### src/sv/utf8cs_pkg.sv
// types, constants and helper functions shared by the utf-8 character splitter
package utf8cs_pkg;

  localparam logic [7:0] MaskLead4 = 8'hf8;
  localparam logic [7:0] MaskLead3 = 8'hf0;
  localparam logic [7:0] MaskLead2 = 8'he0;

  localparam logic [7:0] CodeLead4 = 8'hf0;
  localparam logic [7:0] CodeLead3 = 8'he0;
  localparam logic [7:0] CodeLead2 = 8'hc0;

  localparam logic [2:0] LenOne   = 3'd1;
  localparam logic [2:0] LenTwo   = 3'd2;
  localparam logic [2:0] LenThree = 3'd3;
  localparam logic [2:0] LenFour  = 3'd4;

  localparam int unsigned MaxResults = 3;

  typedef struct packed {
    logic        last;
    logic [2:0]  count;
    logic [31:0] bytes;
  } result_t;

  // length class of a byte taken as a lead
  function automatic logic [2:0] lead_class(input logic [7:0] b);
    logic [2:0] len;
    priority if ((b & MaskLead4) == CodeLead4) len = LenFour;
    else if ((b & MaskLead3) == CodeLead3) len = LenThree;
    else if ((b & MaskLead2) == CodeLead2) len = LenTwo;
    else len = LenOne;
    return len;
  endfunction

  // mask covering the lowest n bytes of a 32-bit word
  function automatic logic [31:0] byte_mask(input logic [2:0] n);
    logic [31:0] m;
    unique case (n)
      3'd1:    m = 32'h0000_00ff;
      3'd2:    m = 32'h0000_ffff;
      3'd3:    m = 32'h00ff_ffff;
      3'd4:    m = 32'hffff_ffff;
      default: m = 32'h0000_0000;
    endcase
    return m;
  endfunction

endpackage

### src/sv/utf8_character_splitter.sv
// utf-8 character splitter: groups a byte stream into characters by lead class
//
// slave channel s_axis_*: one string byte per item, tlast marks the final byte
// of the string. master channel m_axis_*: one character per item, packed bytes
// and byte count in tdata, tlast on the final character of the string.
// an accepted byte is decoded in the same cycle against the pending bytes and
// the characters it completes (zero to three) are written into a small result
// register; the first one is offered on the next cycle. one byte is taken per
// cycle while each byte yields at most one character and the receiver is ready;
// a string end that flushes an unfinished character yields up to three
// characters, which leave one per cycle, and the input holds off until the last
// of them is being taken. the result register drains into m_axis only, so a
// stalled receiver holds the current character stable and, while a character
// waits on it, stalls the input. reset clears the pending count, the expected
// length and the result count; the block is ready right after reset.
// grouping follows lead bytes only: 11110xxx opens four bytes, 1110xxxx three,
// 110xxxxx two, everything else stands alone; continuation bytes are not
// checked, and an unfinished character at the string end is split again.
module utf8_character_splitter (
  input  logic        clk_i,
  input  logic        rst_ni,
  input  logic        s_axis_tvalid_i,
  output logic        s_axis_tready_o,
  input  logic [7:0]  s_axis_tdata_i,   // [7:0] data_byte
  input  logic        s_axis_tlast_i,   // end_of_string
  output logic        m_axis_tvalid_o,
  input  logic        m_axis_tready_i,
  output logic [39:0] m_axis_tdata_o,   // [31:0] char_bytes, [34:32] byte_count, zero pad
  output logic        m_axis_tlast_o    // last_of_string
);
  import utf8cs_pkg::*;

  logic [7:0]  pend_q [3];
  logic [7:0]  pend_d [3];
  logic [1:0]  cnt_q, cnt_d;
  logic [2:0]  exp_q, exp_d;

  result_t     res_q [MaxResults];
  result_t     res_d [MaxResults];
  logic [1:0]  rem_q, rem_d;

  logic        in_acc, out_acc;
  logic [7:0]  b;
  logic [31:0] pend_w, buf_w;
  logic [2:0]  n;

  result_t     new_res [MaxResults];
  logic [1:0]  new_k;

  assign in_acc = s_axis_tvalid_i && s_axis_tready_o;
  assign out_acc = m_axis_tvalid_o && m_axis_tready_i;
  assign s_axis_tready_o = (rem_q == 2'd0) || ((rem_q == 2'd1) && m_axis_tready_i);

  assign m_axis_tvalid_o = (rem_q != 2'd0);
  assign m_axis_tdata_o  = {5'd0, res_q[0].count, res_q[0].bytes};
  assign m_axis_tlast_o  = res_q[0].last;

  assign b      = s_axis_tdata_i;
  assign pend_w = {8'h00, pend_q[2], pend_q[1], pend_q[0]};
  assign buf_w  = (pend_w & byte_mask({1'b0, cnt_q})) | ({24'h0, b} << {cnt_q, 3'b000});
  assign n      = {1'b0, cnt_q} + 3'd1;

  // decode of one byte against the pending character
  always_comb begin
    logic [2:0]  pos;
    logic [2:0]  len;
    logic [31:0] sh;
    pend_d = pend_q;
    cnt_d  = cnt_q;
    exp_d  = exp_q;
    new_k  = 2'd0;
    pos    = 3'd0;
    len    = LenOne;
    sh     = 32'h0;
    for (int s = 0; s < MaxResults; s++) begin
      new_res[s] = '0;
    end
    if (s_axis_tlast_i) begin
      // flush: walk the buffered bytes, a group only forms if it fits
      for (int s = 0; s < MaxResults; s++) begin
        if (pos < n) begin
          sh  = buf_w >> {pos, 3'b000};
          len = lead_class(sh[7:0]);
          if (({1'b0, pos} + {1'b0, len}) > {1'b0, n}) len = LenOne;
          new_res[s].bytes = sh & byte_mask(len);
          new_res[s].count = len;
          pos   = pos + len;
          new_k = new_k + 2'd1;
        end
      end
      for (int s = 0; s < MaxResults; s++) begin
        if (2'(s) == (new_k - 2'd1)) new_res[s].last = 1'b1;
      end
      cnt_d = 2'd0;
      exp_d = 3'd0;
    end else if (cnt_q == 2'd0) begin
      len = lead_class(b);
      if (len == LenOne) begin
        new_res[0].bytes = {24'h0, b};
        new_res[0].count = LenOne;
        new_k = 2'd1;
      end else begin
        pend_d[0] = b;
        cnt_d     = 2'd1;
        exp_d     = len;
      end
    end else if (n >= exp_q) begin
      new_res[0].bytes = buf_w & byte_mask(n);
      new_res[0].count = n;
      new_k = 2'd1;
      cnt_d = 2'd0;
      exp_d = 3'd0;
    end else begin
      if (cnt_q != 2'd3) pend_d[cnt_q] = b;
      cnt_d = n[1:0];
    end
  end

  // result register: loaded on accept, shifted down as characters leave
  always_comb begin
    res_d = res_q;
    rem_d = rem_q;
    if (in_acc) begin
      res_d = new_res;
      rem_d = new_k;
    end else if (out_acc) begin
      res_d[0] = res_q[1];
      res_d[1] = res_q[2];
      rem_d    = rem_q - 2'd1;
    end
  end

  always_ff @(posedge clk_i or negedge rst_ni) begin
    if (!rst_ni) begin
      cnt_q <= 2'd0;
      exp_q <= 3'd0;
      rem_q <= 2'd0;
    end else begin
      if (in_acc) begin
        cnt_q <= cnt_d;
        exp_q <= exp_d;
      end
      rem_q <= rem_d;
    end
  end

  always_ff @(posedge clk_i) begin
    if (in_acc) pend_q <= pend_d;
    res_q <= res_d;
  end

  // a string end always leaves the splitter with nothing pending
  assert property (@(posedge clk_i) disable iff (!rst_ni)
    (in_acc && s_axis_tlast_i) |=> (cnt_q == 2'd0 && exp_q == 3'd0))
    else $error("pending state not cleared after string end");

  // the pending part is always shorter than the character it belongs to
  assert property (@(posedge clk_i) disable iff (!rst_ni)
    (cnt_q != 2'd0) |-> ({1'b0, cnt_q} < exp_q && exp_q <= LenFour))
    else $error("pending count out of step with expected length");

  // every character offered carries one to four bytes
  assert property (@(posedge clk_i) disable iff (!rst_ni)
    m_axis_tvalid_o |-> (res_q[0].count != 3'd0 && res_q[0].count <= LenFour))
    else $error("character with bad byte count");

  // a string-end item always produces at least one character
  assert property (@(posedge clk_i) disable iff (!rst_ni)
    (in_acc && s_axis_tlast_i) |=> (rem_q != 2'd0))
    else $error("string end produced no character");

endmodule

### config.mk
export PLATFORM = sky130hd
export DESIGN_NAME = utf8_character_splitter
export DESIGN_NICKNAME = d
export VERILOG_FILES = /design/src/sv/utf8cs_pkg.sv /design/src/sv/utf8_character_splitter.sv
export SDC_FILE = /design/constraint.sdc
export NUM_CORES = 1
export LEC_CHECK = 0
export BUFFER_PORTS_ARGS = -buffer_cell sky130_fd_sc_hd__buf_4
export CORE_ASPECT_RATIO = 0.8
export CORE_UTILIZATION = 35
export DETAILED_ROUTE_END_ITERATION = 12
export GPL_TIMING_DRIVEN = 0
export PLACE_DENSITY = 0.61
export SYNTH_ARGS = -nofsm -noshare
export SYNTH_HDL_FRONTEND = slang
export SYNTH_SLANG_ARGS = --single-unit
export TNS_END_PERCENT = 5
### constraint.sdc
create_clock -name clk_i -period 13.29 [get_ports clk_i]
set_clock_uncertainty 0.15 [all_clocks]
set_input_delay 0.6645 -clock clk_i [delete_from_list [all_inputs] [get_ports clk_i]]
set_output_delay 0.6645 -clock clk_i [all_outputs]
set_load 0.005 [all_outputs]
# --- Word-level counts from Yosys, hierarchy flattened ---
# Cells that the tools add are included.
# Widths: inputs -> output; s select.
totals:
  reg_bits: 139
  input_bits: 13
  output_inout_bits: 43
classes:
  addsub: 8
  magnitude_cmp: 9
  n_eq_ne: 39
  shifts: 3
  mux: 88
  bitwise: 10
  n_reduce_logical: 17
op_table:
  columns: ["operator", "count"]
  rows:
  - ["$pmux 32 s4", 4]
  - ["$mux 32", 9]
  - ["$mux 72", 3]
  - ["$mux 35", 6]
  - ["$and 32x32->32", 4]
  - ["$mux 3", 29]
  - ["$pmux 24 s3", 1]
  - ["$shr 32x6->32", 2]
  - ["$mux 24", 2]
  - ["$mux 2", 21]
  - ["$mux 33", 1]
  - ["$and 24x32->32", 1]
  - ["$or 32x32->32", 1]
  - ["$shl 8x5->32", 1]
  - ["$bwmux 24", 1]
  - ["$eq 3x2->1 const B", 8]
  - ["$eq 3x3->1 const B", 8]
  - ["$mux 8", 3]
  - ["$eq 5x5->1 const B", 4]
  - ["$demux 8 s2", 1]
  - ["$eq 4x4->1 const B", 4]
  - ["$eq 3x1->1 const B", 5]
  - ["$reduce_and 5->1", 2]
  - ["$add 3x3->4", 2]
  - ["other kinds (27)", 51]

# --- Longest topological paths before layout ---
# Gate-level depths: netlist of run 1.
depth:
  word_depth: 51
  ltp_mapped: 50

# --- Worst setup path before layout of run 1 ---
# No wires, ideal clock.
synth_timing:
  path_type: "reg2reg"
  startpoint: "register cnt_q[0]"
  endpoint: "register res_q[10] (netlist name), data pin"
  setup_ns: 0.158
  arrival_time_ns: 10.036
  required_ns: 12.982
  path_slack_ns: 2.947
  path_stages_with_launch: 48
  synth_period_minus_slack_ns: 10.343
  cell_sequence: "dfrtp_1 -> clkbuf_1 -> clkbuf_1 -> inv_1 -> ha_1 -> clkbuf_1 -> nand2b_1 -> o211ai_1 -> a21oi_1 -> ha_1 -> a21oi_1 -> a21bo_2 -> buf_1 -> a21oi_1 -> nor2_1 -> inv_1 -> a311oi_1 -> o31ai_1 -> [12 not listed] -> or3_1 -> a41o_1 -> o21ai_0 -> o31ai_2 -> buf_4 -> buf_2 -> clkbuf_1 -> a211o_1 -> a21oi_1 -> fa_1 -> ha_1 -> a21o_1 -> a21oi_1 -> a31oi_1 -> a211o_1 -> nor2_2 -> nand3_2 -> nor3_1"
synth_via:
  elab_chain_len: 48
  elab_cells_between_ends: 65
synth_lines:
  columns: ["element", "line_no", "source"]
  rows:
  - ["from (decl)", "utf8_character_splitter.sv:35", "logic [1:0] cnt_q, cnt_d;"]
  - ["from (signal assigned)", "utf8_character_splitter.sv:140", "cnt_q <= cnt_d;"]
  - ["$eq 2x2->1 or $eq 2x1->1 (tied branches)", "utf8cs_pkg.sv:38", "unique case (n)"]
  - ["$pmux 24 s3", "utf8cs_pkg.sv:38", null]
  - ["$and 24x32->32", "utf8_character_splitter.sv:60", "assign buf_w = (pend_w & byte_mask({1'b0, cnt_q})) | ({24'h0, b} << {cnt_q, 3'b000});"]
  - ["$or 32x32->32", "utf8_character_splitter.sv:60", null]
  - ["$eq 3x3->1", "utf8cs_pkg.sv:30", "else if ((b & MaskLead2) == CodeLead2) len = LenTwo;"]
  - ["$mux 2", "utf8cs_pkg.sv:30", null]
  - ["$mux 2", "utf8cs_pkg.sv:29", "else if ((b & MaskLead3) == CodeLead3) len = LenThree;"]
  - ["$mux 3", "utf8cs_pkg.sv:28", "priority if ((b & MaskLead4) == CodeLead4) len = LenFour;"]
  - ["[32 not listed]", null, null]
  - ["$mux 3", "utf8_character_splitter.sv:84", "if (({1'b0, pos} + {1'b0, len}) > {1'b0, n}) len = LenOne;"]
  - ["$mux 3", "utf8_character_splitter.sv:81", "if (pos < n) begin"]
  - ["$mux 3", "utf8_character_splitter.sv:78", "if (s_axis_tlast_i) begin"]
  - ["$eq 3x3->1 (tied with other cells)", "utf8cs_pkg.sv:38", null]
  - ["$pmux 32 s4", "utf8cs_pkg.sv:38", null]
  - ["$mux 32", "utf8_character_splitter.sv:81", null]
  - ["$mux 32", "utf8_character_splitter.sv:78", null]
  - ["$and 32x32->32", "utf8_character_splitter.sv:85", "new_res[s].bytes = sh & byte_mask(len);"]
  - ["to (signal assigned)", "utf8_character_splitter.sv:149", "res_q <= res_d;"]
  - ["to (decl)", "utf8_character_splitter.sv:38", "result_t res_q [MaxResults];"]
# Parallel ways exist; a longest one is shown, timed or not. The select of a mux whose other input is x is not followed.
# A chain may end at the register's enable or synchronous reset.

# --- Worst setup path in the final report of run 1 ---
layout_timing:
  startpoint: "register cnt_q[0]"
  endpoint: "register res_q[31] (netlist name), data pin"
# Same word-level chain as after synthesis.

==> impl_metrics.yaml, run 1 <==
run_status:
  status: "finished clean"
grt:
  grt_use_total_pct: 23.4
  grt_max_degree: 63
  grt_overflow: 0
  grt_pass1_vias: 6799
  grt_first_pass_wirelength_mm: 43.2
  antenna_found_initial: 3
worst_setup_path:
  arrival_ps: 12530
  crit_path_start_kind: "flip-flop"
  crit_required_ps: 13360
  critPathKind: "flip-flop to flip-flop"
  crit_fanout: 11
  end_kind: "flip-flop"
  path_common_cell: "ha_1"
  slowest_delay_ps: 860
  crit_slowest_cell: "nor4_2"
logic_synthesis:
  ys_async_sr_fraction_pct: 5.04
  syn_area_um2: 8720
  seq_area_frac_synth_pct: 47.5
  yosysTopAreaCellShare_pct: 45.5
  synthesis.instances: 894
  synth.most_common_cell: "edfxtp_1"
  ys_warn_count: 0
  synth-seq-cells: 139
  synth_ff_type: "edfxtp_1"
  ys_types: 74
  synth_top_cells_by_count: "edfxtp_1 (132), nand2_1 (125), o21ai_0 (71), nor2_1 (69), clkbuf_1 (43)"
  synth_top_cell_by_area: "edfxtp_1"
  syn_area_per_cell_um2: 9.75
  ys_top_cells_by_area: "edfxtp_1 (45%), nand2_1 (5.4%), ha_1 (4.3%)"
  synth_edf_count: 132
floorplan:
  rows: 51
  die_x_um: 178
  dieArea_um2: 25600
  fp.dieH_um: 143
  io_pins: 56
  core_area_um2: 24400
  start_util_pct: 35.8
placed_design:
  place_area_um2: 9570
  port_buffers: 50
  place_ws_ps: -0.769
  dp.cells: 1269
  dpl.hpwl_mm: 21.8
  place.gp.congestion: 0.956
timing:
  fin_setup_tns_ps: 0
  hold_viol: 0
  drv_slew: 0
  worst_slack_ps: 829
  setup_violations: 0
  period_needed_ps: 12460
  worst_pin_slew_ps: 1310
  rsz0062_at_grt: "false"
  fin_crit_sh_pct: 93.8
  slew_headroom_pct: 12.8
  max_freq_mhz: 80.2
clock_tree:
  htreeDepth: 4
  clockRootBuffer: "clkbuf_16"
  clock_sinks: 139
  clk_latency_ps: 440
  numCtsBuffers: 17
  cts_tree: "done"
  clk_pin_slew_ps: 60
  cts_max_path_buffers: 2
finish:
  postLayoutCoreUtil_pct: 42.1
  ff_latch_area_um2: 4140
  area_growth_pct: 17.7
  fin_area_um2: 10300
  nFillCells: 2401
  drive_above_1_share_pct: 18.0
  multiInputGateArea_um2: 4000
  final_nets: 1016
  final_cells: 1303
power:
  power.leakage_nw: 3.93
  vdd_ir_drop_max_mv: 0.149
  powerDensity_nw_per_um2: 306
drt:
  detail-route-antenna-nets: 0
  vias: 7440
  avgViaCountPerCell: 5.71
  wl_mm: 29.0
  routedWlPerCell_um: 22.3
  remaining_drc_errors: 0
  drt-initial-drc-count: 945
  drtPass1Iterations: 8
min_path:
  hold_class: "input port to flip-flop"
flow_run:
  drv_cap: 0
sequential cells by signal, indices dropped and copies added, names as in the netlist:
register        count
cnt_q               2
m_axis_tdata_o     35
pend_q             24
m_axis_tlast_o      1
exp_q               3
res_q              72
rem_q               2
path summary, 6_finish.rpt:
| kind | from | end | slack [ps] | cells after the start |
|---|---|---|---|---|
| max | cnt_q[0]$_DFFE_PN0P_ | res_q[31]$_SDFFCE_PN0P_ | 830 | 41 |
| min | s_axis_tdata_i[3] | pend_q[3]$_DFFE_PP_ | 270 | 1 |
| max reg2reg | cnt_q[0]$_DFFE_PN0P_ | res_q[31]$_SDFFCE_PN0P_ | 830 | 41 |
| min reg2reg | exp_q[1]$_DFFE_PN0P_ | exp_q[1]$_DFFE_PN0P_ | 330 | 1 |
| max in group asynchronous | rst_ni | cnt_q[1]$_DFFE_PN0P_ | 12450 | 2 |
| min in group asynchronous | rst_ni | exp_q[2]$_DFFE_PN0P_ | 420 | 2 |
kinds of logic after synthesis:
group | Yosys count | share of synthesized area (%)
mux | 23 | 2.91
flops | 139 | 47.5
fa+ha+maj | 32 | 4.76
compound gates | 249 | 19.5
simple gates | 321 | 17.6
xor+xnor | 6 | 0.603
other cells | 1 | 0.0430
buf+inv | 123 | 7.19
metal layers:
| metal | vias to the layer above | global-route usage [%] | routed length, um |
|---|---|---|---|
| li1 | 3417 | - | - |
| met1 | 3566 | 34.9 | 13400 |
| met2 | 407 | 32.2 | 11800 |
| met3 | 48 | 6.79 | 3180 |
| met4 | 2 | 7.09 | 612 |
| met5 | - | 0 | 53 |
through the flow:
| step | total power, mW | hold slack, ps |
|---|---|---|
| floorplan | 1.99 | 219 |
| global placement | 2.53 | 315 |
| detailed placement | 2.56 | 322 |
| CTS | 3.09 | 258 |
| global route | 3.34 | 261 |
| finish | 3.14 | 269 |
worst max-delay path: cells and delay by family (launching register included):
| kind | cells | cell delay (ps) |
|---|---|---|
| simple gates | 12 | 3110 |
| buf+inv | 10 | 2960 |
| compound gates | 12 | 2900 |
| fa+ha+maj | 7 | 2560 |
| flops | 1 | 570 |
cell usage in the layout, fill, tap and decap left out, types with 6 or more instances in the layout:
cell / Yosys / routed
edfxtp_1: 132 / 132
nand2_1: 125 / 125
buf_4: 42 / 93
o21ai_0: 71 / 71
nor2_1: 69 / 68
clkbuf_1: 43 / 38
ha_1: 30 / 30
a21oi_1: 31 / 29
inv_1: 27 / 27
a22oi_1: 22 / 22
a211oi_1: 21 / 21
nor3_1: 20 / 20
and2_1: 19 / 19
nor2b_1: 18 / 18
a31oi_1: 17 / 17
clkbuf_16: 0 / 17
and3_1: 13 / 13
a22o_1: 13 / 13
mux2i_1: 12 / 12
nand2b_1: 11 / 11
nor4_1: 11 / 10
o21ai_1: 9 / 9
buf_2: 6 / 7
mux2_2: 8 / 7
nand3_1: 7 / 7
dfrtp_1: 7 / 7
or2_2: 6 / 6
o31ai_1: 6 / 6
a21o_1: 6 / 6
area by class of cell:
type | count | area share, %
Antenna cell | 1 | 0.0244
Clock inverter | 15 | 2.08
Sequential cell | 139 | 40.3
Buffer | 92 | 5.03
Clock buffer | 17 | 4.14
Multi-Input combinational cell | 636 | 39.0
Tap cell | 318 | 3.88
Timing Repair Buffer | 55 | 4.41
Inverter | 30 | 1.10
power by group:
group | internal, mW | total (mW) | switching (mW) | leakage [nW]
Combinational | 0.698 | 1.91 | 1.22 | 2.26
Clock | 0.318 | 0.523 | 0.205 | 0.306
Sequential | 0.665 | 0.702 | 0.0374 | 1.37
repair_timing:
action / in CTS / in global routing
pin swaps: 0 / 1
gates resized for setup: 1 / 12
endpoints found under the setup margin: 1 / 27
hold endpoints to repair: 7 / 0
setup buffers: 0 / 1
hold buffers: 1 / 0
Power figures use the tool's default switching activity.
==> run 2, diff against run 1 <==
--- a/config.mk
+++ b/config.mk
@@ -7,10 +7,10 @@
 export LEC_CHECK = 0
 export BUFFER_PORTS_ARGS = -buffer_cell sky130_fd_sc_hd__buf_4
 export CORE_ASPECT_RATIO = 0.8
-export CORE_UTILIZATION = 35
+export CORE_UTILIZATION = 55
 export DETAILED_ROUTE_END_ITERATION = 12
 export GPL_TIMING_DRIVEN = 0
-export PLACE_DENSITY = 0.61
+export PLACE_DENSITY = 0.83
 export SYNTH_ARGS = -nofsm -noshare
 export SYNTH_HDL_FRONTEND = slang
 export SYNTH_SLANG_ARGS = --single-unit
==> impl_metrics.yaml, run 2 (same netlist as run 1, synthesis figures left out) <==
finish:
  final_nets: 1015
  final_cell_mix: "edfxtp_1 (132), nand2_1 (125), buf_4 (92)"
  area_growth_pct: 15.6
  drive_above_1_share_pct: 17.9
  nFillCells: 1223
  diodes: 0
  layout_commonest_cell: "edfxtp_1"
  fin_area_um2: 10100
  largest_reg_flops: 72
  top_register: "res_q"
timing:
  hold_ws_ps: 273
  hold_viol: 0
  max_freq_mhz: 78.1
  period_needed_ps: 12800
  setup_violations: 0
  drv_slew: 0
  fin_crit_sh_pct: 96.3
  worst_pin_slew_ps: 1420
  rsz0062_at_grt: "false"
  slew_headroom_pct: 5.18
  fin_setup_tns_ps: 0
clock_tree:
  clockRootBuffer: "clkbuf_16"
  post_cts_buffers: 0
  htreeDepth: 4
  cts_tree: "done"
  clk_pin_slew_ps: 70
  clk_latency_ps: 430
  numCtsBuffers: 17
  cts_max_path_buffers: 2
  clock_sinks: 139
min_path:
  hold_class: "input port to flip-flop"
placed_design:
  place_area_um2: 9430
  port_buffers: 50
  dpl.hpwl_mm: 20.8
  place.gp.congestion: 0.991
grt:
  grt_first_pass_wirelength_mm: 41.8
  grt_pass1_vias: 6880
  grt_use_total_pct: 35.8
  use_met1_pct: 51.6
  antenna_found_initial: 1
  grt_max_degree: 65
  use_met3_pct: 11.7
  grt_overflow: 0
  grt.busiest_layer: "met1"
  grt_use_met2_pct: 50.6
power:
  powerDensity_nw_per_um2: 308
  clockPowerShare_pct: 15.4
  p_int_mw: 1.65
  p_sw_mw: 1.46
  netSwitchingFraction_pct: 46.9
  pwr-share-comb_pct: 61.8
  seq_power_share_pct: 22.8
  total_power_mw: 3.10
  vdd_ir_drop_max_mv: 0.193
  power.leakage_nw: 3.90
drt:
  drt-initial-drc-count: 1331
  vias: 7617
  drtPass1Iterations: 6
  routedWlPerCell_um: 23.5
  detail-route-antenna-nets: 0
  remaining_drc_errors: 0
  avgViaCountPerCell: 6.38
  wl_mm: 28.1
floorplan:
  io_pins: 56
  fp.dieH_um: 115
  start_util_pct: 57.1
  core_area_um2: 15300
  die_x_um: 143
  dieArea_um2: 16400
  rows: 40
worst_setup_path:
  path_delay_family: "compound AO/OA/AOI/OAI gates"
  path_common_cell: "ha_1"
  slowest_delay_ps: 570
  crit_fanout: 11
  arrival_ps: 12890
  end_kind: "flip-flop"
  crit_path_start_kind: "flip-flop"
  crit_slowest_cell: "dfrtp_1"
  critPathBufInv: 8
  critPathKind: "flip-flop to flip-flop"
  crit_required_ps: 13390
run_status:
  status: "finished clean"
flow_run:
  drv_cap: 0
[run 2: changes by cell type in the layout (fill, tap and decap cells not counted), sizes merged]
| cell | delta |
|---|---|
| clkinv | +2 |
| inv | -1 |
| buf | -1 |
| bufinv | -2 |
| clkbuf | +1 |
| diode | -1 |
[run 2: through the flow]
stage	utilization, %	cells	worst slack, ps
after global routing	66.0	1193	18.1
after detailed placement	61.8	1160	55.4
after floorplan	-	898	2950
after CTS	65.7	1193	104
final	66.0	1193	491
after global placement	61.4	1158	200
[run 2: worst paths after layout]
check | to | startpoint | slack [ps] | cells after the start
setup / recovery | res_q[8]$_SDFFCE_PN0P_ | cnt_q[0]$_DFFE_PN0P_ | 490 | 46
hold / removal | pend_q[7]$_DFFE_PP_ | s_axis_tdata_i[7] | 270 | 1
setup reg to reg | res_q[8]$_SDFFCE_PN0P_ | cnt_q[0]$_DFFE_PN0P_ | 490 | 46
hold reg to reg | exp_q[1]$_DFFE_PN0P_ | exp_q[1]$_DFFE_PN0P_ | 330 | 1
max in group asynchronous | rem_q[0]$_DFFE_PN0P_ | rst_ni | 12450 | 2
min in group asynchronous | cnt_q[1]$_DFFE_PN0P_ | rst_ni | 410 | 2
[run 2: layout make-up]
cell class / instances / area (um^2) / share of cell area (%)
buffer: 93 / 522 / 5.18
clock buffer: 18 / 429 / 4.26
clock inverter: 14 / 166 / 1.65
inverter: 30 / 113 / 1.12
multi-input combinational: 636 / 4010 / 39.8
sequential: 139 / 4140 / 41.1
tap: 210 / 263 / 2.61
timing repair buffer: 53 / 433 / 4.30
[run 2: routing by layer]
metal | part of all wire, % | up-vias
li1 | - | 3418
met1 | 42 | 3558
met2 | 42 | 581
met3 | 15 | 60
met4 | 2.4 | 0
met5 | 0 | -
[run 2: power by group through the flow]
stage	sequential, mW	combinational [mW]	clock [mW]
6_report	0.707	1.92	0.479
5_1_grt	0.717	2.04	0.498
4_1_cts	0.707	1.83	0.479
3_5_place_dp	0.714	1.82	0
3_3_place_gp	0.712	1.78	0
2_1_floorplan	0.703	1.29	0
[run 2: repair_timing]
item                                    CTS  global route
gates resized for setup                   1            15
endpoints found under the setup margin    2            27
hold endpoints to repair                  7             0
pin swaps                                 0             0
hold buffers                              1             0
